[config.mk]
export PLATFORM = sky130hd
export DESIGN_NAME = mouse_multi_click_aggregator_top
export DESIGN_NICKNAME = d
export VERILOG_FILES = /design/src/hw/rtl/mmca_pkg.sv /design/src/hw/rtl/mmca_fifo.sv /design/src/hw/rtl/mmca_front.sv /design/src/hw/rtl/mmca_back.sv /design/src/hw/rtl/mouse_multi_click_aggregator_top.sv
export SDC_FILE = /design/constraint.sdc
export NUM_CORES = 1
export LEC_CHECK = 0
export BUFFER_PORTS_ARGS = -buffer_cell sky130_fd_sc_hd__buf_2
export CORE_MARGIN = 5
export CORE_UTILIZATION = 35
export CTS_CLUSTER_DIAMETER = 30
export DETAILED_ROUTE_END_ITERATION = 8
export PLACE_DENSITY = 0.58
export SLEW_MARGIN = 20
export SYNTH_ARGS = -nofsm -noshare
export SYNTH_HDL_FRONTEND = slang
export SYNTH_SLANG_ARGS = --single-unit
[constraint.sdc]
create_clock -name clk -period 49.4 [get_ports clk]
set_input_delay 2.47 -clock clk [delete_from_list [all_inputs] [get_ports clk]]
set_output_delay 2.47 -clock clk [all_outputs]
set_load 0.005 [all_outputs]
[src/hw/rtl/mmca_pkg.sv]
`default_nettype none

package mmca_pkg;

    // Fixed field widths
    localparam int BTN_W       = 16;
    localparam int POS_W       = 16;
    localparam int STAMP_W     = 32;
    localparam int TM_W        = 16;
    localparam int DCT_W       = 8;
    localparam int GAP_W       = 5;
    localparam int TOTAL_W     = 8;
    localparam int CNT_W       = 4;
    localparam int PACKED_W    = 64;
    localparam int CFG_IDX_W   = 2;
    localparam int CFG_DATA_W  = 8;

    // Defaults and limits
    localparam int NUM_BUTTONS_DEF = 16;
    localparam int MID_DEPTH       = 2;
    localparam int OUT_DEPTH       = 2;

    localparam logic [DCT_W-1:0] DC_MAX    = 8'd200;
    localparam logic [DCT_W-1:0] DC_RESET  = 8'd50;
    localparam logic [GAP_W-1:0] GAP_MAX   = 5'd20;
    localparam logic [GAP_W-1:0] GAP_RESET = 5'd3;

    // Register indexes
    localparam logic [CFG_IDX_W-1:0] CFG_DOUBLE_CLICK = 2'd0;
    localparam logic [CFG_IDX_W-1:0] CFG_BOUNCE_GAP   = 2'd1;

    typedef enum logic
    {
        KIND_EVENT = 1'b0,
        KIND_TICK  = 1'b1
    } kind_t;

    // Item as seen at the input ports
    typedef struct packed
    {
        kind_t                    kind;
        logic [BTN_W-1:0]         buttons;
        logic signed [POS_W-1:0]  pos_x;
        logic signed [POS_W-1:0]  pos_y;
        logic [STAMP_W-1:0]       stamp;
    } in_item_t;

    // Item after bounce filtering, handed to the back end
    typedef struct packed
    {
        kind_t                    kind;
        logic [BTN_W-1:0]         buttons;
        logic signed [POS_W-1:0]  pos_x;
        logic signed [POS_W-1:0]  pos_y;
        logic [TM_W-1:0]          tm;
    } mid_item_t;

    // Aggregated click packet
    typedef struct packed
    {
        logic signed [POS_W-1:0]  first_x;
        logic signed [POS_W-1:0]  first_y;
        logic signed [POS_W-1:0]  now_x;
        logic signed [POS_W-1:0]  now_y;
        logic [BTN_W-1:0]         buttons_seen;
        logic [BTN_W-1:0]         buttons_now;
        logic [TOTAL_W-1:0]       total_clicks;
        logic [PACKED_W-1:0]      per_button_clicks;
    } out_rec_t;

endpackage

`default_nettype wire

[src/hw/rtl/mmca_fifo.sv]
`default_nettype none

module mmca_fifo #(
    parameter int WIDTH = 8,
    parameter int DEPTH = 2
) (
    input  wire logic             clk,
    input  wire logic             rst_n,
    input  wire logic             wr_en,
    input  wire logic [WIDTH-1:0] wr_data,
    output logic                  full,
    input  wire logic             rd_en,
    output logic [WIDTH-1:0]      rd_data,
    output logic                  empty
);

    localparam int PW = (DEPTH > 1) ? $clog2(DEPTH) : 1;
    localparam int CW = $clog2(DEPTH + 1);

    logic [WIDTH-1:0] mem_reg [DEPTH];
    logic [PW-1:0]    wr_ptr_reg, wr_ptr_next;
    logic [PW-1:0]    rd_ptr_reg, rd_ptr_next;
    logic [CW-1:0]    count_reg, count_next;

    assign full    = (count_reg == CW'(DEPTH));
    assign empty   = (count_reg == '0);
    assign rd_data = mem_reg[rd_ptr_reg];

    // Pointer and count update
    always_comb
    begin
        wr_ptr_next = wr_ptr_reg;
        rd_ptr_next = rd_ptr_reg;
        count_next  = count_reg;
        if (wr_en)
        begin
            wr_ptr_next = (wr_ptr_reg == PW'(DEPTH - 1)) ? '0 : wr_ptr_reg + 1'b1;
        end
        if (rd_en)
        begin
            rd_ptr_next = (rd_ptr_reg == PW'(DEPTH - 1)) ? '0 : rd_ptr_reg + 1'b1;
        end
        if (wr_en && !rd_en)
        begin
            count_next = count_reg + 1'b1;
        end
        else if (!wr_en && rd_en)
        begin
            count_next = count_reg - 1'b1;
        end
    end

    always_ff @(posedge clk or negedge rst_n)
    begin
        if (!rst_n)
        begin
            wr_ptr_reg <= '0;
            rd_ptr_reg <= '0;
            count_reg  <= '0;
        end
        else
        begin
            wr_ptr_reg <= wr_ptr_next;
            rd_ptr_reg <= rd_ptr_next;
            count_reg  <= count_next;
        end
    end

    // Storage, no reset
    always_ff @(posedge clk)
    begin
        if (wr_en)
        begin
            mem_reg[wr_ptr_reg] <= wr_data;
        end
    end

`ifndef SYNTHESIS
    a_count_bound: assert property (@(posedge clk) disable iff (!rst_n)
        count_reg <= CW'(DEPTH))
        else $error("fifo count beyond depth");

    a_no_overflow: assert property (@(posedge clk) disable iff (!rst_n)
        wr_en |-> !full)
        else $error("fifo written while full");

    a_no_underflow: assert property (@(posedge clk) disable iff (!rst_n)
        rd_en |-> !empty)
        else $error("fifo read while empty");
`endif

endmodule

`default_nettype wire

[src/hw/rtl/mmca_front.sv]
`default_nettype none

module mmca_front #(
    parameter int NUM_BUTTONS = mmca_pkg::NUM_BUTTONS_DEF
) (
    input  wire logic                          clk,
    input  wire logic                          rst_n,
    input  wire logic                          push,
    input  wire mmca_pkg::in_item_t            in_item,
    input  wire logic [mmca_pkg::GAP_W-1:0]    gap_ticks,
    input  wire logic                          mid_full,
    output logic                               mid_wr,
    output mmca_pkg::mid_item_t                mid_item
);

    localparam logic [1:0] GAP_WINDOW_LEN = 2'd2;

    logic [1:0]                      gw_reg, gw_next;
    logic [mmca_pkg::STAMP_W-1:0]    pes_reg, pes_next;
    logic                            accept;
    logic                            drop;
    logic [mmca_pkg::BTN_W-1:0]      btn_m;
    logic [mmca_pkg::STAMP_W-1:0]    diff;
    logic                            short_gap;

    // Buttons above NUM_BUTTONS read as released
    always_comb
    begin
        for (int i = 0; i < mmca_pkg::BTN_W; i++)
        begin
            btn_m[i] = (i < NUM_BUTTONS) ? in_item.buttons[i] : 1'b0;
        end
    end

    assign accept    = push && !mid_full;
    assign diff      = in_item.stamp - pes_reg;
    assign short_gap = diff[mmca_pkg::STAMP_W-1]
                       || (diff <= {{(mmca_pkg::STAMP_W - mmca_pkg::GAP_W){1'b0}}, gap_ticks});

    // Bounce window and drop decision
    always_comb
    begin
        gw_next  = gw_reg;
        pes_next = pes_reg;
        drop     = 1'b0;
        if (accept)
        begin
            if (in_item.kind == mmca_pkg::KIND_TICK)
            begin
                if (gw_reg != 2'd0)
                begin
                    gw_next = gw_reg - 1'b1;
                end
            end
            else if (gw_reg != 2'd0)
            begin
                pes_next = in_item.stamp;
                drop     = (btn_m != '0) && short_gap;
            end
            else
            begin
                gw_next  = GAP_WINDOW_LEN;
                pes_next = in_item.stamp;
            end
        end
    end

    // Forwarded item
    always_comb
    begin
        mid_wr           = accept && !drop;
        mid_item.kind    = in_item.kind;
        mid_item.buttons = btn_m;
        mid_item.pos_x   = in_item.pos_x;
        mid_item.pos_y   = in_item.pos_y;
        mid_item.tm      = in_item.stamp[mmca_pkg::TM_W-1:0];
    end

    always_ff @(posedge clk or negedge rst_n)
    begin
        if (!rst_n)
        begin
            gw_reg  <= '0;
            pes_reg <= '0;
        end
        else
        begin
            gw_reg  <= gw_next;
            pes_reg <= pes_next;
        end
    end

endmodule

`default_nettype wire

[src/hw/rtl/mmca_back.sv]
`default_nettype none

module mmca_back #(
    parameter int NUM_BUTTONS = mmca_pkg::NUM_BUTTONS_DEF
) (
    input  wire logic                          clk,
    input  wire logic                          rst_n,
    input  wire mmca_pkg::mid_item_t           item,
    input  wire logic                          item_valid,
    output logic                               item_take,
    input  wire logic [mmca_pkg::DCT_W-1:0]    dc_ticks,
    input  wire logic                          out_full,
    output logic                               out_wr,
    output mmca_pkg::out_rec_t                 out_rec
);

    localparam int BW = mmca_pkg::BTN_W;
    localparam int TW = mmca_pkg::TM_W;
    localparam logic [TW:0] EXTEND_TICKS = 17'd10;

    // Window state
    logic [BW-1:0]                   prev_reg, prev_next;
    logic [BW-1:0]                   seen_reg, seen_next;
    logic [BW-1:0]                   latest_reg, latest_next;
    logic signed [mmca_pkg::POS_W-1:0] start_x_reg, start_x_next;
    logic signed [mmca_pkg::POS_W-1:0] start_y_reg, start_y_next;
    logic [TW-1:0]                   pcs_reg, pcs_next;
    logic [TW-1:0]                   tl_reg, tl_next;
    logic [mmca_pkg::TOTAL_W-1:0]    total_reg, total_next;
    logic [mmca_pkg::CNT_W-1:0]      cnt_reg [NUM_BUTTONS];
    logic [mmca_pkg::CNT_W-1:0]      cnt_next [NUM_BUTTONS];

    // Working values
    logic                            ev, same, open_ev, new_ev, check_en, emit;
    logic [BW-1:0]                   s, rise;
    logic [mmca_pkg::CNT_W-1:0]      cnt_b [NUM_BUTTONS];
    logic [4:0]                      rise_cnt;
    logic [mmca_pkg::TOTAL_W:0]      tsum;
    logic [mmca_pkg::TOTAL_W-1:0]    total_b;
    logic                            ext;
    logic [TW-1:0]                   tl_ext, elapsed, tl_chk;
    logic [mmca_pkg::PACKED_W-1:0]   cnt_packed_b, cnt_packed_reg;

    function automatic logic [TW-1:0] sat16(input logic [TW:0] v);
        if (v[TW] != v[TW-1])
        begin
            return v[TW] ? {1'b1, {(TW-1){1'b0}}} : {1'b0, {(TW-1){1'b1}}};
        end
        return v[TW-1:0];
    endfunction

    assign item_take = item_valid && !out_full;
    assign out_wr    = item_take && emit;

    // Classify the item against the window state
    always_comb
    begin
        s        = item.buttons;
        ev       = (item.kind == mmca_pkg::KIND_EVENT);
        same     = (s == prev_reg);
        open_ev  = ev && !same && (tl_reg != '0);
        new_ev   = ev && !same && (tl_reg == '0);
        rise     = open_ev ? (s & ~prev_reg) : (new_ev ? s : '0);
    end

    // Click counting
    always_comb
    begin
        for (int i = 0; i < NUM_BUTTONS; i++)
        begin
            cnt_b[i] = (rise[i] && cnt_reg[i] != '1) ? cnt_reg[i] + 1'b1 : cnt_reg[i];
        end
        rise_cnt = 5'($countones(rise));
        tsum     = {1'b0, total_reg} + 9'(rise_cnt);
        total_b  = tsum[mmca_pkg::TOTAL_W] ? '1 : tsum[mmca_pkg::TOTAL_W-1:0];
    end

    // Window extension and timeout check
    always_comb
    begin
        ext      = open_ev && (total_b > 8'd1);
        tl_ext   = ext ? sat16({tl_reg[TW-1], tl_reg} + EXTEND_TICKS) : tl_reg;
        check_en = !new_ev && (tl_ext != '0);
        elapsed  = item.tm - pcs_reg;
        tl_chk   = sat16({tl_ext[TW-1], tl_ext} - {elapsed[TW-1], elapsed});
        emit     = (check_en && (tl_chk[TW-1] || tl_chk == '0)) || (new_ev && s == '0);
    end

    // Next state
    always_comb
    begin
        prev_next    = (open_ev || new_ev) ? s : prev_reg;
        latest_next  = (open_ev || new_ev) ? s : latest_reg;
        seen_next    = open_ev ? (seen_reg | s) : (new_ev ? s : seen_reg);
        start_x_next = new_ev ? item.pos_x : start_x_reg;
        start_y_next = new_ev ? item.pos_y : start_y_reg;
        pcs_next     = pcs_reg;
        tl_next      = check_en ? tl_chk : tl_ext;
        if (check_en || (new_ev && s != '0))
        begin
            pcs_next = item.tm;
        end
        if (new_ev && s != '0)
        begin
            tl_next = {{(TW - mmca_pkg::DCT_W){1'b0}}, dc_ticks};
        end
        total_next = total_b;
        for (int i = 0; i < NUM_BUTTONS; i++)
        begin
            cnt_next[i] = cnt_b[i];
        end
        // Emission clears the counts and closes the window
        if (emit)
        begin
            total_next = '0;
            tl_next    = '0;
            for (int i = 0; i < NUM_BUTTONS; i++)
            begin
                cnt_next[i] = '0;
            end
        end
    end

    // Packed per-button counts
    always_comb
    begin
        cnt_packed_b   = '0;
        cnt_packed_reg = '0;
        for (int i = 0; i < NUM_BUTTONS; i++)
        begin
            cnt_packed_b[i*mmca_pkg::CNT_W +: mmca_pkg::CNT_W]   = cnt_b[i];
            cnt_packed_reg[i*mmca_pkg::CNT_W +: mmca_pkg::CNT_W] = cnt_reg[i];
        end
    end

    // Result packet
    always_comb
    begin
        out_rec.first_x           = start_x_next;
        out_rec.first_y           = start_y_next;
        out_rec.now_x             = item.pos_x;
        out_rec.now_y             = item.pos_y;
        out_rec.buttons_seen      = seen_next;
        out_rec.buttons_now       = latest_next;
        out_rec.total_clicks      = total_b;
        out_rec.per_button_clicks = cnt_packed_b;
    end

    always_ff @(posedge clk or negedge rst_n)
    begin
        if (!rst_n)
        begin
            prev_reg    <= '0;
            seen_reg    <= '0;
            latest_reg  <= '0;
            start_x_reg <= '0;
            start_y_reg <= '0;
            pcs_reg     <= '0;
            tl_reg      <= '0;
            total_reg   <= '0;
            for (int i = 0; i < NUM_BUTTONS; i++)
            begin
                cnt_reg[i] <= '0;
            end
        end
        else if (item_take)
        begin
            prev_reg    <= prev_next;
            seen_reg    <= seen_next;
            latest_reg  <= latest_next;
            start_x_reg <= start_x_next;
            start_y_reg <= start_y_next;
            pcs_reg     <= pcs_next;
            tl_reg      <= tl_next;
            total_reg   <= total_next;
            for (int i = 0; i < NUM_BUTTONS; i++)
            begin
                cnt_reg[i] <= cnt_next[i];
            end
        end
    end

`ifndef SYNTHESIS
    a_emit_clears: assert property (@(posedge clk) disable iff (!rst_n)
        out_wr |=> (tl_reg == '0) && (total_reg == '0))
        else $error("window state not cleared after emission");

    a_ticks_nonneg: assert property (@(posedge clk) disable iff (!rst_n)
        !tl_reg[TW-1])
        else $error("remaining ticks negative between items");

    a_counts_follow_total: assert property (@(posedge clk) disable iff (!rst_n)
        (total_reg == '0) |-> (cnt_packed_reg == '0))
        else $error("per-button count set while total is zero");
`endif

endmodule

`default_nettype wire

[src/hw/rtl/mouse_multi_click_aggregator_top.sv]
// Mouse multi-click aggregator.
// Input channel: push/full queue interface carrying kind (0 button event,
// 1 timer tick), buttons, pos_x, pos_y and stamp. A transfer happens on a
// rising edge with push high and full low.
// Result channel: empty/pop queue interface. While empty is low the oldest
// click packet sits on first_x .. per_button_clicks; a transfer happens on
// a rising edge with pop high and empty low.
// Config channel: cfg_valid/cfg_ready (ready always high); cfg_index 0 is
// the click window length, 1 the bounce gap. Window lengths above 200 clamp;
// the gap takes cfg_data's low 5 bits and clamps above 20. A packet caused
// by an item is registered in the middle queue, then in the result queue,
// before it shows on the result ports. One item per cycle while full is low.
// A front stage drops bounced presses and feeds a 2-deep queue; the back end
// updates the window and writes packets into a 2-deep result queue.
// If the receiver stalls, the result queue fills, the back end holds, the
// middle queue fills and full goes high; nothing is lost.
// Reset: queues empty, window closed, counts zero, config back to 50 and 3.
`default_nettype none

module mouse_multi_click_aggregator_top #(
    parameter int NUM_BUTTONS = mmca_pkg::NUM_BUTTONS_DEF
) (
    input  wire logic                                clk,
    input  wire logic                                rst_n,
    // input channel
    input  wire logic                                push,
    output logic                                     full,
    input  wire logic                                kind,
    input  wire logic [mmca_pkg::BTN_W-1:0]          buttons,
    input  wire logic signed [mmca_pkg::POS_W-1:0]   pos_x,
    input  wire logic signed [mmca_pkg::POS_W-1:0]   pos_y,
    input  wire logic [mmca_pkg::STAMP_W-1:0]        stamp,
    // result channel
    output logic                                     empty,
    input  wire logic                                pop,
    output logic signed [mmca_pkg::POS_W-1:0]        first_x,
    output logic signed [mmca_pkg::POS_W-1:0]        first_y,
    output logic signed [mmca_pkg::POS_W-1:0]        now_x,
    output logic signed [mmca_pkg::POS_W-1:0]        now_y,
    output logic [mmca_pkg::BTN_W-1:0]               buttons_seen,
    output logic [mmca_pkg::BTN_W-1:0]               buttons_now,
    output logic [mmca_pkg::TOTAL_W-1:0]             total_clicks,
    output logic [mmca_pkg::PACKED_W-1:0]            per_button_clicks,
    // config channel
    input  wire logic                                cfg_valid,
    output logic                                     cfg_ready,
    input  wire logic [mmca_pkg::CFG_IDX_W-1:0]      cfg_index,
    input  wire logic [mmca_pkg::CFG_DATA_W-1:0]     cfg_data
);

    localparam int MID_W = $bits(mmca_pkg::mid_item_t);
    localparam int OUT_W = $bits(mmca_pkg::out_rec_t);

    logic [mmca_pkg::DCT_W-1:0]  dct_reg, dct_next;
    logic [mmca_pkg::GAP_W-1:0]  gap_reg, gap_next;
    logic [mmca_pkg::GAP_W-1:0]  cfg_gap_val;

    mmca_pkg::in_item_t          in_item;
    mmca_pkg::mid_item_t         mid_wr_item, mid_rd_item;
    logic [MID_W-1:0]            mid_rd_data;
    logic                        mid_wr, mid_full, mid_empty, mid_take;
    mmca_pkg::out_rec_t          out_wr_rec, out_rd_rec;
    logic [OUT_W-1:0]            out_rd_data;
    logic                        out_wr, out_full, out_rd;

    // Configuration registers
    assign cfg_ready   = 1'b1;
    assign cfg_gap_val = cfg_data[mmca_pkg::GAP_W-1:0];

    always_comb
    begin
        dct_next = dct_reg;
        gap_next = gap_reg;
        if (cfg_valid && cfg_ready)
        begin
            unique case (cfg_index)
                mmca_pkg::CFG_DOUBLE_CLICK:
                begin
                    dct_next = (cfg_data > mmca_pkg::DC_MAX) ? mmca_pkg::DC_MAX : cfg_data;
                end
                mmca_pkg::CFG_BOUNCE_GAP:
                begin
                    gap_next = (cfg_gap_val > mmca_pkg::GAP_MAX) ? mmca_pkg::GAP_MAX
                                                                 : cfg_gap_val;
                end
                default:
                begin
                    dct_next = dct_reg;
                end
            endcase
        end
    end

    always_ff @(posedge clk or negedge rst_n)
    begin
        if (!rst_n)
        begin
            dct_reg <= mmca_pkg::DC_RESET;
            gap_reg <= mmca_pkg::GAP_RESET;
        end
        else
        begin
            dct_reg <= dct_next;
            gap_reg <= gap_next;
        end
    end

    // Input item
    always_comb
    begin
        in_item.kind    = mmca_pkg::kind_t'(kind);
        in_item.buttons = buttons;
        in_item.pos_x   = pos_x;
        in_item.pos_y   = pos_y;
        in_item.stamp   = stamp;
    end

    assign full = mid_full;

    mmca_front #(
        .NUM_BUTTONS (NUM_BUTTONS)
    ) u_front (
        .clk       (clk),
        .rst_n     (rst_n),
        .push      (push),
        .in_item   (in_item),
        .gap_ticks (gap_reg),
        .mid_full  (mid_full),
        .mid_wr    (mid_wr),
        .mid_item  (mid_wr_item)
    );

    mmca_fifo #(
        .WIDTH (MID_W),
        .DEPTH (mmca_pkg::MID_DEPTH)
    ) u_mid_fifo (
        .clk     (clk),
        .rst_n   (rst_n),
        .wr_en   (mid_wr),
        .wr_data (mid_wr_item),
        .full    (mid_full),
        .rd_en   (mid_take),
        .rd_data (mid_rd_data),
        .empty   (mid_empty)
    );

    assign mid_rd_item = mmca_pkg::mid_item_t'(mid_rd_data);

    mmca_back #(
        .NUM_BUTTONS (NUM_BUTTONS)
    ) u_back (
        .clk        (clk),
        .rst_n      (rst_n),
        .item       (mid_rd_item),
        .item_valid (!mid_empty),
        .item_take  (mid_take),
        .dc_ticks   (dct_reg),
        .out_full   (out_full),
        .out_wr     (out_wr),
        .out_rec    (out_wr_rec)
    );

    assign out_rd = pop && !empty;

    mmca_fifo #(
        .WIDTH (OUT_W),
        .DEPTH (mmca_pkg::OUT_DEPTH)
    ) u_out_fifo (
        .clk     (clk),
        .rst_n   (rst_n),
        .wr_en   (out_wr),
        .wr_data (out_wr_rec),
        .full    (out_full),
        .rd_en   (out_rd),
        .rd_data (out_rd_data),
        .empty   (empty)
    );

    // Result ports
    always_comb
    begin
        out_rd_rec        = mmca_pkg::out_rec_t'(out_rd_data);
        first_x           = out_rd_rec.first_x;
        first_y           = out_rd_rec.first_y;
        now_x             = out_rd_rec.now_x;
        now_y             = out_rd_rec.now_y;
        buttons_seen      = out_rd_rec.buttons_seen;
        buttons_now       = out_rd_rec.buttons_now;
        total_clicks      = out_rd_rec.total_clicks;
        per_button_clicks = out_rd_rec.per_button_clicks;
    end

endmodule

`default_nettype wire
==> results.sh <==
export IMPL_numPortBuffers=265
export IMPL_synth_enable_flop_cells=466
export IMPL_grt_total_usage_pct=16.01
export IMPL_antenna_found_initial=16
export IMPL_placement_rows=114
export IMPL_cp_required_ns=49.73
export IMPL_drt_iter0_drc=1710
export IMPL_clk_root_buffer_cell="sky130_fd_sc_hd__clkbuf_16"
export IMPL_netlist_cell_type_count=78
export IMPL_num_vias=22728
export IMPL_rsz0062_at_grt="no"
export IMPL_routed_via_density=4.974
export IMPL_finalSetupViolations=0
export IMPL_highest_signal_layer="met5"
export IMPL_clock_pin_slew_on_the_worst_setup_and_hold_paths_ns=0.05
export IMPL_tritoncts="yes"
export IMPL_ys_dominant_reg_cell="sky130_fd_sc_hd__edfxtp_1"
export IMPL_dieHeight_um=320.5
export IMPL_final_setup_skew_ns=0.02752
export IMPL_critical_path_max_stage_delay_ns=0.88
export IMPL_nNetsFinal=3391
export IMPL_hold_path_class="reg2reg"
export IMPL_clk_sink_count=705
export IMPL_path_max_fanout=67
export IMPL_status="complete, no violations"
export IMPL_critical_path_at_ns=16.37
export IMPL_cts_htree_levels=4
export IMPL_grt_overflow_total=0
export IMPL_post_synth_cell_area_avg_um2=11.92
export IMPL_routed_wirelength_um=83320
export IMPL_ys_ff_latch=705
export IMPL_drv_slew=0
export IMPL_largest_register_ff_count=336
export IMPL_detail_route_wirelength_met1_um=36280
export IMPL_met3_length_um=4813
export IMPL_core_area_um2=96140
export IMPL_met2RoutedLength_um=40280
export IMPL_insertion_delay_ns=0.73
export IMPL_synthesis_area_um2=33750
export IMPL_timing_critical_path_from_type="flop"
export IMPL_number_of_buffers_on_the_longest_clock_path=3
export IMPL_io_pins=267
export IMPL_pin_count_of_the_biggest_net_entering_global_routing=90
export IMPL_grt_pass1_wl_um=129300
export IMPL_layout_area_overhead_vs_synth_pct=23.61
export IMPL_achievable_frequency_mhz=62.31
export IMPL_synth_nets=3063
export IMPL_setup_ws_ns=33.35
export IMPL_drc_errors=0
export IMPL_postSynthCellCount=2831
export IMPL_firstDrtPassIters=5
export IMPL_floorplan_die_area_um2=102700
export IMPL_cts_repair_resized=0
export IMPL_cpMaxStageDelayCell="sky130_fd_sc_hd__a211o_2"
export IMPL_layout_min_cycle_time_ns=16.05
export IMPL_slew_headroom_pct=30.15
export IMPL_maxCapViolCount=0
export IMPL_final_antenna_net_count=0
export IMPL_layout_worst_path_cycle_share_pct=32.49
export IMPL_place_worst_setup_slack_ns=33.38
export IMPL_yosysWarningCount=0
export IMPL_fin_tns_setup_ns=0
export IMPL_worst_setup_path_type="reg2reg"
export IMPL_finalHoldViolCount=0
export IMPL_worst_slew_pin_transition_ns=1.048
export IMPL_register_area_share_after_synthesis_pct=59.20
export IMPL_place_congestion=0.8787
export IMPL_initial_core_utilization_pct=35.11
export IMPL_post_drt_wl_per_cell_um=18.24
export IMPL_detailed_place_hpwl_um=55930
export IMPL_postCtsSetupBuffers=0
export IMPL_cts_inserted_buffers=147
export IMPL_ys_async_sr_fraction_pct=33.90
export IMPL_worstSetupEndpointType="flop"
export IMPL_first_global_vias=22431
export IMPL_chipWidth_um=320.5
export IMPL_drive_gt1_share_pct=23.06
export IMPL_number_of_buffers_inserted_by_hold_repair_at_cts=0
## cell usage after synthesis (all sizes together) (5+ instances only)
library cell,n,share of area (%)
edfxtp,466,41
inv,216,2.4
and3,12,0.22
o221ai,5,0.13
nand2b,28,0.52
a31oi,33,0.61
mux2,190,6.4
o21ai,245,3.6
and2,11,0.21
and4b,16,0.47
or3,9,0.17
dfstp,5,0.39
nand3,25,0.37
o31ai,33,0.73
a22o,6,0.16
a21boi,7,0.16
nor2,157,1.7
o22ai,6,0.11
nor2b,16,0.30
o211ai,9,0.20
a21oi,128,1.9
a21o,28,0.62
o21bai,9,0.20
buf,22,0.32
a211oi,27,0.60
nor3,22,0.33
o22a,5,0.13
a41oi,6,0.16
dfrtp,234,17
ha,121,4.5
o2111ai,5,0.13
o21a,12,0.27
fa,15,0.89
a2111oi,5,0.24
nand2,305,3.4
o41ai,16,0.42
xnor2,56,1.5
xor2,35,0.91
nand4,36,0.67
clkbuf,99,1.1
nor4,13,0.26
or4,5,0.11
o2bb2ai,19,0.49
mux2i,72,2.1
## final timing paths
check	startpoint	end	slack, ns	cells past startpoint
worst max-delay path	u_mid_fifo.rd_ptr_reg	u_out_fifo.mem_reg[0][61]	33.35	47
worst min-delay path	u_back.seen_reg[6]	u_back.seen_reg[6]	0.48	2
worst max register to register	u_mid_fifo.rd_ptr_reg	u_out_fifo.mem_reg[0][61]	33.35	47
worst min register to register	u_back.seen_reg[6]	u_back.seen_reg[6]	0.48	2
max in group asynchronous	rst_n	u_mid_fifo.rd_ptr_reg	45.54	3
min in group asynchronous	rst_n	u_front.pes_reg[21]	1.65	1
## per-layer routing
layer / track usage, % / vias to the layer above
met5: 0 / -
met4: 5.990 / 4
met3: 4.316 / 130
met2: 25.89 / 546
met1: 20.72 / 11018
li1: - / 11030
## per-stage QoR
stage | cell area (um^2) | hold slack, ns | cells | utilization (%)
finish | 41720 | 0.4759 | 4569 | 43.40
global route | 41710 | 0.4932 | 4564 | 43.38
CTS | 41670 | 0.4789 | 4558 | 43.34
detailed placement | 36520 | 0.4699 | 4285 | 37.99
global placement | 36520 | 0.4610 | 4285 | 37.99
floorplan | 33750 | 0.4485 | 2831 | -
## cell type report
type	count	area (um^2)
fill	8962	54420
multi-input combinational	1789	12530
tap	1276	1597
clock buffer	181	3919
sequential	705	19990
inverter	216	813.3
timing repair buffer	300	1619
antenna	10	25.02
clock inverter	92	1224
## placed cells by master, fill, tap and decap left out, types with 19 or more instances in the layout
| master | instances |
|---|---|
| sky130_fd_sc_hd__a31oi_1 | 33 |
| sky130_fd_sc_hd__o21ai_0 | 242 |
| sky130_fd_sc_hd__a21o_1 | 28 |
| sky130_fd_sc_hd__a21oi_1 | 125 |
| sky130_fd_sc_hd__o2bb2ai_1 | 19 |
| sky130_fd_sc_hd__bufinv_16 | 21 |
| sky130_fd_sc_hd__nor2_1 | 155 |
| sky130_fd_sc_hd__edfxtp_1 | 466 |
| sky130_fd_sc_hd__a211oi_1 | 27 |
| sky130_fd_sc_hd__o31ai_1 | 33 |
| sky130_fd_sc_hd__nand2_1 | 303 |
| sky130_fd_sc_hd__dfrtp_1 | 232 |
| sky130_fd_sc_hd__inv_1 | 215 |
| sky130_fd_sc_hd__nor3_1 | 22 |
| sky130_fd_sc_hd__clkbuf_16 | 149 |
| sky130_fd_sc_hd__clkinv_2 | 21 |
| sky130_fd_sc_hd__clkbuf_1 | 25 |
| sky130_fd_sc_hd__nand3_1 | 25 |
| sky130_fd_sc_hd__mux2_2 | 188 |
| sky130_fd_sc_hd__xnor2_1 | 56 |
| sky130_fd_sc_hd__mux2i_1 | 72 |
| sky130_fd_sc_hd__buf_4 | 34 |
| sky130_fd_sc_hd__buf_2 | 264 |
| sky130_fd_sc_hd__nand2b_1 | 28 |
| sky130_fd_sc_hd__xor2_1 | 35 |
| sky130_fd_sc_hd__nand4_1 | 36 |
| sky130_fd_sc_hd__ha_1 | 121 |
## worst max-delay path, delay by kind of cell, from the launching register on
kind                     cells  cell delay, ns
flip-flops                   1            0.77
XOR/XNOR                     1            0.18
adder cells (fa/ha/maj)     12            4.70
multiplexers                 3            1.43
AO/OA/AOI/OAI               12            4.02
AND/OR/NAND/NOR             10            1.88
buffers and inverters        9            2.49
## kinds of logic (layout without fill, tap and decap cells)
logic type	Yosys count	count (layout)	share of synthesized area, %
compound gates	630	630	11.64
flops	705	705	59.20
fa+ha+maj	138	138	5.439
simple gates	667	667	9.035
other cells	1	11	0.01111
mux	262	262	8.486
buf+inv	337	789	3.822
xor+xnor	91	91	2.362
Power is not shown: default switching activity piles up to over one toggle a cycle in this logic, so the estimate is an artifact.
